===== config.mk =====
export PLATFORM = sky130hd
export DESIGN_NAME = midpoint_circle_rasterizer_top
export DESIGN_NICKNAME = d
export VERILOG_FILES = /design/src/hdl/mcr_pkg.sv /design/src/hdl/midpoint_circle_rasterizer_top.sv /design/src/hdl/mcr_front.sv /design/src/hdl/mcr_queue.sv /design/src/hdl/mcr_back.sv
export VERILOG_INCLUDE_DIRS = /design/src /design/src/hdl
export SDC_FILE = /design/constraint.sdc
export NUM_CORES = 1
export LEC_CHECK = 0
export ABC_AREA = 1
export ABC_CLOCK_PERIOD_IN_PS = 6900
export BUFFER_PORTS_ARGS = -buffer_cell sky130_fd_sc_hd__buf_2
export CAP_MARGIN = 20
export CORE_ASPECT_RATIO = 2
export CORE_MARGIN = 2
export CORE_UTILIZATION = 25
export DETAILED_ROUTE_END_ITERATION = 8
export PLACE_DENSITY = 0.51
export SLEW_MARGIN = 40
export SYNTH_ARGS = -nofsm -noshare
export SYNTH_HDL_FRONTEND = slang
export SYNTH_SLANG_ARGS = --single-unit

===== constraint.sdc =====
create_clock -name i_clk -period 6.9 [get_ports i_clk]
set_input_delay 1.38 -clock i_clk [delete_from_list [all_inputs] [get_ports i_clk]]
set_output_delay 1.38 -clock i_clk [all_outputs]
set_load 0.01 [all_outputs]

===== src/hdl/assert_macros.svh =====
// ----------------------------------------------------------------------------
// Assertion macros shared by the circle rasteriser RTL.
// Both macros compile to nothing when SYNTHESIS is defined.
// ----------------------------------------------------------------------------
`ifndef ASSERT_MACROS_SVH
`define ASSERT_MACROS_SVH

`ifndef SYNTHESIS

// The property must hold at every clock edge outside reset.
`define ASSERT_ALWAYS(lbl, clk, rstn, prop, msg) \
    lbl: assert property (@(posedge clk) disable iff (!rstn) (prop)) else $error(msg);

// Whenever the antecedent holds, the consequent holds in the same cycle.
`define ASSERT_IMPL(lbl, clk, rstn, ante, cons, msg) \
    lbl: assert property (@(posedge clk) disable iff (!rstn) (ante) |-> (cons)) else $error(msg);

`else

`define ASSERT_ALWAYS(lbl, clk, rstn, prop, msg)
`define ASSERT_IMPL(lbl, clk, rstn, ante, cons, msg)

`endif

`endif


===== src/hdl/mcr_pkg.sv =====
// ----------------------------------------------------------------------------
// Midpoint circle rasteriser package
// Shared widths, codes and transaction types for the rasteriser modules.
// ----------------------------------------------------------------------------
package mcr_pkg;

    // Coordinate width of the centre and radius fields.
    localparam int COORD_BITS = 10;
    // Signed octant offsets need one more bit, pixels two more.
    localparam int STEP_BITS  = COORD_BITS + 1;
    localparam int PIX_BITS   = COORD_BITS + 2;
    // The decision variable stays within this many bits, signed.
    localparam int DEC_BITS   = COORD_BITS + 4;

    // Pixels emitted per octet and the index counter that walks them.
    localparam int OCTET_PIXELS = 8;
    localparam int IDX_BITS     = $clog2(OCTET_PIXELS);

    // Octet queue between the front and back ends.
    localparam int QUEUE_DEPTH = 2;
    localparam int QPTR_BITS   = $clog2(QUEUE_DEPTH);
    localparam int QCNT_BITS   = $clog2(QUEUE_DEPTH + 1);

    // Item function codes.
    localparam logic FUNC_START = 1'b0;
    localparam logic FUNC_STEP  = 1'b1;

    typedef logic        [COORD_BITS-1:0] t_coord;
    typedef logic signed [STEP_BITS-1:0]  t_step;
    typedef logic signed [DEC_BITS-1:0]   t_dec;
    typedef logic signed [PIX_BITS-1:0]   t_pix;

    // Input transaction.
    typedef struct packed {
        logic   func;
        t_coord center_x;
        t_coord center_y;
        t_coord radius;
    } t_in_item;

    // Result transaction.
    typedef struct packed {
        t_pix pixel_x;
        t_pix pixel_y;
        logic last_of_octet;
        logic circle_done;
    } t_out_item;

    // One octet to be plotted: centre, offsets and the final flag.
    typedef struct packed {
        t_coord cx;
        t_coord cy;
        t_step  x;
        t_step  y;
        logic   done;
    } t_octet;

endpackage


===== src/hdl/midpoint_circle_rasterizer_top.sv =====
// ----------------------------------------------------------------------------
// Midpoint circle rasteriser, top level
// An item's pixels pass through the octet queue, the descriptor register
// and the single result register, one pixel per cycle while results are
// popped; the front end takes items back to back until the two-entry
// octet queue fills. Steps while idle are accepted and emit nothing.
// Reset is synchronous and active low: idle, queue and results empty.
// ----------------------------------------------------------------------------
module midpoint_circle_rasterizer_top (
    input  logic               i_clk,
    input  logic               i_rst_n,
    input  logic               push,
    output logic               full,
    input  mcr_pkg::t_in_item  i_item,
    output logic               empty,
    input  logic               pop,
    output mcr_pkg::t_out_item o_item
);
    import mcr_pkg::*;

    logic   q_push, q_full, q_pop, q_empty;
    t_octet q_in, q_out;

    // Item acceptance and decision update.
    mcr_front u_front (
        .i_clk     (i_clk),
        .i_rst_n   (i_rst_n),
        .push      (push),
        .full      (full),
        .i_item    (i_item),
        .o_q_push  (q_push),
        .o_q_octet (q_in),
        .i_q_full  (q_full)
    );

    // Octet descriptors waiting for the pixel stage.
    mcr_queue u_queue (
        .i_clk   (i_clk),
        .i_rst_n (i_rst_n),
        .i_push  (q_push),
        .i_octet (q_in),
        .o_full  (q_full),
        .i_pop   (q_pop),
        .o_empty (q_empty),
        .o_octet (q_out)
    );

    // Pixel generation and result register.
    mcr_back u_back (
        .i_clk     (i_clk),
        .i_rst_n   (i_rst_n),
        .i_q_empty (q_empty),
        .i_q_octet (q_out),
        .o_q_pop   (q_pop),
        .empty     (empty),
        .pop       (pop),
        .o_item    (o_item)
    );

endmodule


===== src/hdl/mcr_front.sv =====
// ----------------------------------------------------------------------------
// Rasteriser front end
// Accepts start and step items, runs the midpoint decision update and
// hands one octet descriptor per emitting item to the octet queue.
// ----------------------------------------------------------------------------
`include "assert_macros.svh"

module mcr_front (
    input  logic              i_clk,
    input  logic              i_rst_n,
    input  logic              push,
    output logic              full,
    input  mcr_pkg::t_in_item i_item,
    output logic              o_q_push,
    output mcr_pkg::t_octet   o_q_octet,
    input  logic              i_q_full
);
    import mcr_pkg::*;

    localparam t_dec DEC_INIT       = t_dec'(3);
    localparam t_dec DEC_STEP_PLAIN = t_dec'(6);
    localparam t_dec DEC_STEP_DIAG  = t_dec'(10);
    localparam t_step STEP_ONE      = t_step'(1);

    t_coord r_cx, r_cy;
    t_step  r_x, r_y;
    t_dec   r_dec;
    logic   r_active;

    t_coord n_cx, n_cy;
    t_step  n_x, n_y;
    t_dec   n_dec;
    logic   n_active;

    logic accept;
    logic is_start;
    logic emit;
    logic done;

    assign full     = i_q_full;
    assign accept   = push && !i_q_full;
    assign is_start = (i_item.func == FUNC_START);
    assign emit     = accept && (is_start || r_active);

    // Decision update and next octant position.
    always_comb begin
        n_cx     = r_cx;
        n_cy     = r_cy;
        n_x      = r_x;
        n_y      = r_y;
        n_dec    = r_dec;
        n_active = r_active;
        done     = 1'b0;
        if (is_start) begin
            n_cx     = i_item.center_x;
            n_cy     = i_item.center_y;
            n_x      = '0;
            n_y      = t_step'(i_item.radius);
            n_dec    = DEC_INIT - (t_dec'(i_item.radius) <<< 1);
            n_active = 1'b1;
        end else begin
            if (r_dec <= 0) begin
                n_dec = r_dec + (t_dec'(r_x) <<< 2) + DEC_STEP_PLAIN;
            end else begin
                n_dec = r_dec + (t_dec'(r_x - r_y) <<< 2) + DEC_STEP_DIAG;
                n_y   = r_y - STEP_ONE;
            end
            n_x  = r_x + STEP_ONE;
            done = (n_x > n_y);
            if (done) begin
                n_active = 1'b0;
            end
        end
    end

    // State is only touched by items that emit an octet.
    always_ff @(posedge i_clk) begin
        if (!i_rst_n) begin
            r_cx     <= '0;
            r_cy     <= '0;
            r_x      <= '0;
            r_y      <= '0;
            r_dec    <= '0;
            r_active <= 1'b0;
        end else if (emit) begin
            r_cx     <= n_cx;
            r_cy     <= n_cy;
            r_x      <= n_x;
            r_y      <= n_y;
            r_dec    <= n_dec;
            r_active <= n_active;
        end
    end

    // The descriptor carries the position after the update.
    assign o_q_push       = emit;
    assign o_q_octet.cx   = n_cx;
    assign o_q_octet.cy   = n_cy;
    assign o_q_octet.x    = n_x;
    assign o_q_octet.y    = n_y;
    assign o_q_octet.done = done;

    `ASSERT_IMPL(a_step_needs_active, i_clk, i_rst_n, o_q_push && !is_start, r_active, "step octet emitted while idle")

endmodule


===== src/hdl/mcr_queue.sv =====
// ----------------------------------------------------------------------------
// Octet queue
// Short first-in first-out buffer of octet descriptors between the
// front and back ends.
// ----------------------------------------------------------------------------
`include "assert_macros.svh"

module mcr_queue (
    input  logic            i_clk,
    input  logic            i_rst_n,
    input  logic            i_push,
    input  mcr_pkg::t_octet i_octet,
    output logic            o_full,
    input  logic            i_pop,
    output logic            o_empty,
    output mcr_pkg::t_octet o_octet
);
    import mcr_pkg::*;

    localparam logic [QCNT_BITS-1:0] QCNT_FULL = QCNT_BITS'(QUEUE_DEPTH);
    localparam logic [QPTR_BITS-1:0] QPTR_LAST = QPTR_BITS'(QUEUE_DEPTH - 1);

    t_octet                r_entry [QUEUE_DEPTH];
    logic [QPTR_BITS-1:0]  r_wr_ptr, r_rd_ptr;
    logic [QCNT_BITS-1:0]  r_count;
    logic                  do_push, do_pop;

    assign o_full  = (r_count == QCNT_FULL);
    assign o_empty = (r_count == '0);
    assign do_push = i_push && !o_full;
    assign do_pop  = i_pop && !o_empty;
    assign o_octet = r_entry[r_rd_ptr];

    // Entry storage.
    always_ff @(posedge i_clk) begin
        if (do_push) begin
            r_entry[r_wr_ptr] <= i_octet;
        end
    end

    // Pointers and fill count.
    always_ff @(posedge i_clk) begin
        if (!i_rst_n) begin
            r_wr_ptr <= '0;
            r_rd_ptr <= '0;
            r_count  <= '0;
        end else begin
            if (do_push) begin
                r_wr_ptr <= (r_wr_ptr == QPTR_LAST) ? '0 : r_wr_ptr + 1'b1;
            end
            if (do_pop) begin
                r_rd_ptr <= (r_rd_ptr == QPTR_LAST) ? '0 : r_rd_ptr + 1'b1;
            end
            if (do_push && !do_pop) begin
                r_count <= r_count + 1'b1;
            end else if (do_pop && !do_push) begin
                r_count <= r_count - 1'b1;
            end
        end
    end

    `ASSERT_ALWAYS(a_count_bound, i_clk, i_rst_n, r_count <= QCNT_FULL, "queue count overflow")
    `ASSERT_IMPL(a_no_push_full, i_clk, i_rst_n, i_push, !o_full, "octet pushed into a full queue")

endmodule


===== src/hdl/mcr_back.sv =====
// ----------------------------------------------------------------------------
// Rasteriser back end
// Expands each octet descriptor into eight mirrored pixels, one per cycle
// while the result is free or popped, through a registered result stage.
// ----------------------------------------------------------------------------
`include "assert_macros.svh"

module mcr_back (
    input  logic               i_clk,
    input  logic               i_rst_n,
    input  logic               i_q_empty,
    input  mcr_pkg::t_octet    i_q_octet,
    output logic               o_q_pop,
    output logic               empty,
    input  logic               pop,
    output mcr_pkg::t_out_item o_item
);
    import mcr_pkg::*;

    localparam logic [IDX_BITS-1:0] LAST_IDX = IDX_BITS'(OCTET_PIXELS - 1);

    t_octet               r_oct;
    logic                 r_busy;
    logic [IDX_BITS-1:0]  r_idx;
    t_out_item            r_out;
    logic                 r_out_valid;

    logic      out_free, advance, last, take;
    t_pix      cx, cy, ox, oy;
    t_out_item n_out;

    assign out_free = !r_out_valid || pop;
    assign advance  = r_busy && out_free;
    assign last     = (r_idx == LAST_IDX);
    assign take     = !i_q_empty && (!r_busy || (advance && last));
    assign o_q_pop  = take;

    // Mirror the octant offsets about the centre in plotting order.
    always_comb begin
        cx = t_pix'(r_oct.cx);
        cy = t_pix'(r_oct.cy);
        ox = t_pix'(r_oct.x);
        oy = t_pix'(r_oct.y);
        n_out.last_of_octet = last;
        n_out.circle_done   = r_oct.done;
        unique case (r_idx)
            3'd0: begin
                n_out.pixel_x = cx + ox;
                n_out.pixel_y = cy + oy;
            end
            3'd1: begin
                n_out.pixel_x = cx + ox;
                n_out.pixel_y = cy - oy;
            end
            3'd2: begin
                n_out.pixel_x = cx - ox;
                n_out.pixel_y = cy - oy;
            end
            3'd3: begin
                n_out.pixel_x = cx - ox;
                n_out.pixel_y = cy + oy;
            end
            3'd4: begin
                n_out.pixel_x = cx + oy;
                n_out.pixel_y = cy + ox;
            end
            3'd5: begin
                n_out.pixel_x = cx + oy;
                n_out.pixel_y = cy - ox;
            end
            3'd6: begin
                n_out.pixel_x = cx - oy;
                n_out.pixel_y = cy - ox;
            end
            default: begin
                n_out.pixel_x = cx - oy;
                n_out.pixel_y = cy + ox;
            end
        endcase
    end

    // Current descriptor and pixel index.
    always_ff @(posedge i_clk) begin
        if (take) begin
            r_oct <= i_q_octet;
        end
    end

    always_ff @(posedge i_clk) begin
        if (!i_rst_n) begin
            r_busy <= 1'b0;
            r_idx  <= '0;
        end else begin
            if (take) begin
                r_busy <= 1'b1;
            end else if (advance && last) begin
                r_busy <= 1'b0;
            end
            if (advance) begin
                r_idx <= last ? '0 : r_idx + 1'b1;
            end
        end
    end

    // Result register, refilled when busy and empty or being popped.
    always_ff @(posedge i_clk) begin
        if (advance) begin
            r_out <= n_out;
        end
    end

    always_ff @(posedge i_clk) begin
        if (!i_rst_n) begin
            r_out_valid <= 1'b0;
        end else if (advance) begin
            r_out_valid <= 1'b1;
        end else if (pop) begin
            r_out_valid <= 1'b0;
        end
    end

    assign empty  = !r_out_valid;
    assign o_item = r_out;

    `ASSERT_IMPL(a_idle_idx_zero, i_clk, i_rst_n, !r_busy, r_idx == '0, "pixel index moved while idle")

endmodule


==> results of run 1 <==
## kinds of logic after synthesis
group,count (synthesis),share of synthesized area [%]
adder cells (fa/ha/maj),167,14.1
flip-flops,221,38.7
buffers and inverters,333,8.36
XOR/XNOR,49,2.78
AO/OA/AOI/OAI,400,14.1
AND/OR/NAND/NOR,805,21.9
## worst paths after layout
check	start	end	slack (ps)	cells past startpoint
hold / removal	u_back.n_out[0]$_DFFE_PP_	u_back.o_item[0]$_DFFE_PP_	450	0
setup / recovery	u_front.r_dec[4]$_SDFFE_PN0P_	u_front.r_active$_SDFFE_PN0P_	2680	18
hold reg to reg	u_back.n_out[0]$_DFFE_PP_	u_back.o_item[0]$_DFFE_PP_	450	0
setup reg to reg	u_front.r_dec[4]$_SDFFE_PN0P_	u_front.r_active$_SDFFE_PN0P_	2680	18
## state kept, by name (all words and copies together), names as in the netlist
name	count
u_front.r_active	1
u_front.r_dec	14
u_back.r_idx	3
u_back.cy	10
u_queue.r_wr_ptr	1
u_back.o_item	26
u_queue.r_rd_ptr	1
u_queue.r_entry	86
u_back.n_out	1
u_back.cx	10
u_front.r_cy	10
u_front.r_cx	10
u_back.ox	11
u_back.oy	11
u_queue.r_count	2
u_front.r_x	11
u_front.r_y	11
u_back.r_busy	1
u_back.r_out_valid	1
## cells in the final DEF, fill, tap and decap left out, types with 13 or more instances in the layout
cell       Yosys  final
nand4_1       34     34
o21ai_0      155    155
nand2_1      491    490
a21oi_1      168    167
inv_1        270    270
nand3_1      116    116
nor3_1        27     27
dfxtp_1       66     66
edfxtp_1     155    155
xor2_1        37     37
clkbuf_16      0     22
buf_2         11     62
ha_1         156    156
nor2_1       108    106
a31oi_1       13     13
## critical path: stages, from the launching register on
cell and delay, ps:
dfxtp_1 360, nor2_1 120, nand3_1 70, nor3_1 520, nand2_1 230, nand2_4 360
inv_4 220, nand2_2 110, o21ai_2 60, ha_1 270, nand2_1 160, o21ai_0 580
a21oi_1 140, o21ai_0 180, nand2_1 60, a21oi_1 420, nand2_1 110, nand2_1 90
inv_1 40
## cell type report
| class | count | area, um^2 |
|---|---|---|
| fillers | 6573 | 43700 |
| multi-input cells | 1421 | 8200 |
| flip-flops and latches | 221 | 5980 |
| inverters | 277 | 1040 |
| well taps | 780 | 976 |
| clock buffers | 26 | 566 |
| repair buffers | 72 | 385 |
| clock inverters | 14 | 140 |
| diodes | 1 | 2.50 |
## power by group
group          switching (mW)  leakage [nW]  total [mW]  internal [mW]
clock                   0.558         0.337        1.20          0.642
sequential              0.374          2.00        2.31           1.94
combinational            3.58          5.47        5.23           1.65
## per-stage QoR
stage,utilization [%],std cells,hold slack (ps)
floorplan,-,1975,400
global placement,27.2,2771,426
detailed placement,27.2,2771,436
CTS,28.3,2811,451
global route,28.3,2812,464
finish,28.3,2812,447
## per-layer routing
layer | up-vias | global-route usage, % | share of wire [%]
met5 | - | 0 | 0.17
li1 | 6681 | - | -
met2 | 383 | 34.0 | 55
met4 | 16 | 13.7 | 9.1
met3 | 169 | 1.82 | 3.1
met1 | 6306 | 14.9 | 32
==> impl_metrics.toml, run 1 <==
[timing]
min_period_ps = 4220
slew_viol_final = 0
worstMarginPinSlew_ps = 763
timing.fmax_mhz = 237
max-slew-margin-rel_pct = 48.8
finalSetupTns_ps = 0
setup_viol = 0
finClkSkew_ps = 10.9
fin_crit_sh_pct = 61.2
setup_ws_ps = 2680
rsz0062_at_grt = "false"
hold_viol = 0

[logic_synthesis]
yosys-top-cells-count = "491 x nand2_1, 270 x inv_1, 168 x a21oi_1"
async_flop_share_pct = 0
netlist_instances = 1975
synth_fp_nets = 2177
yosys.cell_types.count = 49
yosys.area.top_type = "edfxtp_1"
synth_most_common_cell = "nand2_1"
post_synth.cell_area_avg_um2 = 7.81
yosysWarnings = 0
synth_edf_count = 155
ys_top_cells_by_area = "edfxtp_1 30%, ha_1 13%, nand2_1 12%"
ys_seq_area_share_pct = 38.7
synth_top_area_share_pct = 30.2
ys.flop_type = "edfxtp_1"
netlist_area_um2 = 15400
synth.ff_latch_count = 221

[global_routing]
grt_overflow = 0
grt.total_usage_pct = 17.0
grt_first_pass_wirelength_um = 81900
antenna_found_initial = 13
grt_pass1_vias = 13822
grt_max_degree = 63

[cells_and_area]
drive_above_1_share_pct = 6.65
final_nets = 2217
fin_area_um2 = 17300
syn2layout_area_growth_pct = 12.1

[pwr]
leakage_nw = 7.80
power_mw = 8.74
powerDensity_nw_per_um2 = 506
irDropWorstVdd_mv = 0.199

[die]
dieWidth_um = 180
initial_core_util_pct = 25.3
rows = 128
dieArea_um2 = 63800
core_area_um2 = 61000
io_pins = 63
die_y_um = 355

[status]
outcome = "complete, no violations"

[detailed_routing]
vias_per_cell = 4.82
drt-total-wl_um = 55000
first_pass_iters = 5
ant_nets = 0
drc_errors = 0
drt_iter0_markers = 727
wl_per_cell_um = 19.6
route.vias.total = 13555

[clock_tree]
htree_levels = 1
cts-root-buf = "clkbuf_16"
ctsResizeCount = 0
cts.sinks = 221
holdBufCountCts = 0
clk_latency_ps = 530
cts_inserted_buffers = 22
clk_pin_slew_ps = 70
cts_tree = "done"
clk_path_buf_depth = 3
postCtsSetupBuffers = 0

[place]
place_area_um2 = 16600
place_congestion = 0.975
pre_cts_slack_ps = 2750
io_buffers = 62
hpwl_um = 45200

[worst_setup_path]
critPathMaxFanout = 24
cp-start-kind = "flip-flop"
worstSetupEndpointType = "flip-flop"
worstPathArrival_ps = 4660
critPathKind = "reg -> reg"
crit_required_ps = 7340

[hold_path]
min_path_type = "reg -> reg"

[job]
drv_cap = 0
Power figures use the tool's default switching activity.
==> run 2: changes to the inputs <==
--- a/config.mk
+++ b/config.mk
@@ -7,7 +7,7 @@
 export NUM_CORES = 1
 export LEC_CHECK = 0
 export ABC_AREA = 1
-export ABC_CLOCK_PERIOD_IN_PS = 6900
+export ABC_CLOCK_PERIOD_IN_PS = 4300
 export BUFFER_PORTS_ARGS = -buffer_cell sky130_fd_sc_hd__buf_2
 export CAP_MARGIN = 20
 export CORE_ASPECT_RATIO = 2
==> constraint.sdc (replaced) <==
create_clock -name i_clk -period 4.3 [get_ports i_clk]
set_input_delay 0.86 -clock i_clk [delete_from_list [all_inputs] [get_ports i_clk]]
set_output_delay 0.86 -clock i_clk [all_outputs]
set_load 0.01 [all_outputs]
==> impl_metrics.toml, run 2 (synthesized netlist as in run 1, its figures left out) <==
[cells_and_area]
num_antenna_cells = 0
final_cell_mix = "490 x nand2_1, 270 x inv_1, 167 x a21oi_1, 156 x ha_1"
fillCellCount = 6478
multiInputGateArea_um2 = 8200
final_common_cell = "nand2_1"
regMostFlops = "u_queue.r_entry"
syn2layout_area_growth_pct = 12.9
drive_above_1_share_pct = 7.25
finish.utilization_pct = 28.5
largest_register_ffs = 86
seq_area_um2 = 5980
final_nets = 2227

[global_routing]
grt.total_usage_pct = 17.3
grt_overflow = 0
grt_first_pass_wirelength_um = 83700
grt_max_degree = 61
antenna_found_initial = 3
grt_pass1_vias = 14042

[detailed_routing]
ant_nets = 0
vias_per_cell = 4.82
dr.max_layer_used = "met5"
drt-total-wl_um = 56400
met3WireLength_um = 1630
route.vias.total = 13602
wirelength_met1_um = 18000
drt_iter0_markers = 799
drc_errors = 0
wl_per_cell_um = 20.0
met2_length_um = 31400
first_pass_iters = 7

[hold_path]
min_path_type = "reg -> reg"
min-delay-start = "u_back.n_out[0]$_DFFE_PP_"

[die]
dieArea_um2 = 63800
initial_core_util_pct = 25.3
rows = 128
dieWidth_um = 180
core_area_um2 = 61000
io_pins = 63
die_y_um = 355

[timing]
finClkSkew_ps = 16.3
hold_viol = 0
rsz0062_at_grt = "false"
finalSetupTns_ps = 0
setup_ws_ps = 691
min_period_ps = 3610
timing.fmax_mhz = 277
setup_viol = 0
slew_viol_final = 0
worstMarginPinSlew_ps = 774
max-slew-margin-rel_pct = 48.1
whs_ps = 438
fin_crit_sh_pct = 83.9

[clock_tree]
cts_inserted_buffers = 22
postCtsSetupBuffers = 0
htree_levels = 1
cts.sinks = 221
cts-root-buf = "clkbuf_16"
clk_latency_ps = 540
clk_pin_slew_ps = 70
cts_tree = "done"
holdBufCountCts = 0
clk_path_buf_depth = 3
ctsResizeCount = 0

[worst_setup_path]
critPathKind = "reg -> reg"
worstPathArrival_ps = 4080
cp-start-kind = "flip-flop"
critPathMaxFanout = 5
crit_start = "u_front.r_x[0]$_SDFFE_PN0P_"
worstReg2RegStart = "u_front.r_x[0]$_SDFFE_PN0P_"
worstSetupEndpointType = "flip-flop"
crit_required_ps = 4770

[pwr]
power_mw = 14.2
powerDensity_nw_per_um2 = 815
leakage_nw = 7.87
irDropWorstVdd_mv = 0.337

[place]
hpwl_um = 46400
place_congestion = 0.968
pre_cts_slack_ps = 746
io_buffers = 62

[job]
drv_cap = 0

[status]
outcome = "complete, no violations"
==> run 2: cell count changes in the layout (fill, tap and decap cells not counted), moves of 2 or more <==
| cell | change |
|---|---|
| buf_12 | +2 |
| buf_4 | +8 |
| clkinv_4 | +2 |
| clkinvlp_4 | +2 |
| clkinv_1 | -3 |
==> run 2: cell type report <==
| cell class | count | area share (%) |
|---|---|---|
| Multi-Input combinational cell | 1421 | 47.1 |
| Inverter | 277 | 5.99 |
| Timing Repair Buffer | 82 | 2.79 |
| Clock inverter | 13 | 0.891 |
| Tap cell | 780 | 5.60 |
| Sequential cell | 221 | 34.3 |
| Clock buffer | 27 | 3.33 |
==> run 2: through the flow <==
stage	std cells	cell area, um^2
3_3_place_gp	2781	16700
5_1_grt	2821	17400
6_report	2821	17400
2_1_floorplan	1975	15400
3_5_place_dp	2781	16700
4_1_cts	2821	17400
==> run 2: critical path, stage by stage (launching register included) <==
cell,delay (ps)
dfxtp_1,350
inv_1,120
ha_1,180
inv_1,70
fa_1,400
nand3_1,90
nand2_1,120
nand2_1,90
a21oi_1,60
nor2_1,110
xor2_1,170
inv_1,60
ha_1,270
ha_1,350
a21oi_1,200
nor2_1,60
nor2_1,140
nand3_1,200
a21oi_1,170
o21ai_0,90
nand2_1,70
nand2_1,50
a21oi_1,130
==> run 2: final timing paths <==
check                                                 endpoint  slack, ps  cells after the start
worst max-delay path            u_front.r_dec[11]$_SDFFE_PN0P_        690                     22
worst min-delay path                u_back.o_item[0]$_DFFE_PP_        440                      0
worst max register to register  u_front.r_dec[11]$_SDFFE_PN0P_        690                     22
worst min register to register      u_back.o_item[0]$_DFFE_PP_        440                      0
==> run 2: routing by layer <==
metal  vias to the layer above  global-route usage, %
met3                       183                   1.59
met4                         2                   14.3
li1                       6694                      -
met2                       369                   35.3
met5                         -                      0
met1                      6354                   14.7
==> run 2: power by group <==
group | internal (mW) | total [mW] | switching, mW
Sequential | 3.11 | 3.72 | 0.616
Clock | 1.10 | 2.00 | 0.900
Combinational | 2.68 | 8.46 | 5.79
Total | 6.89 | 14.2 | 7.30
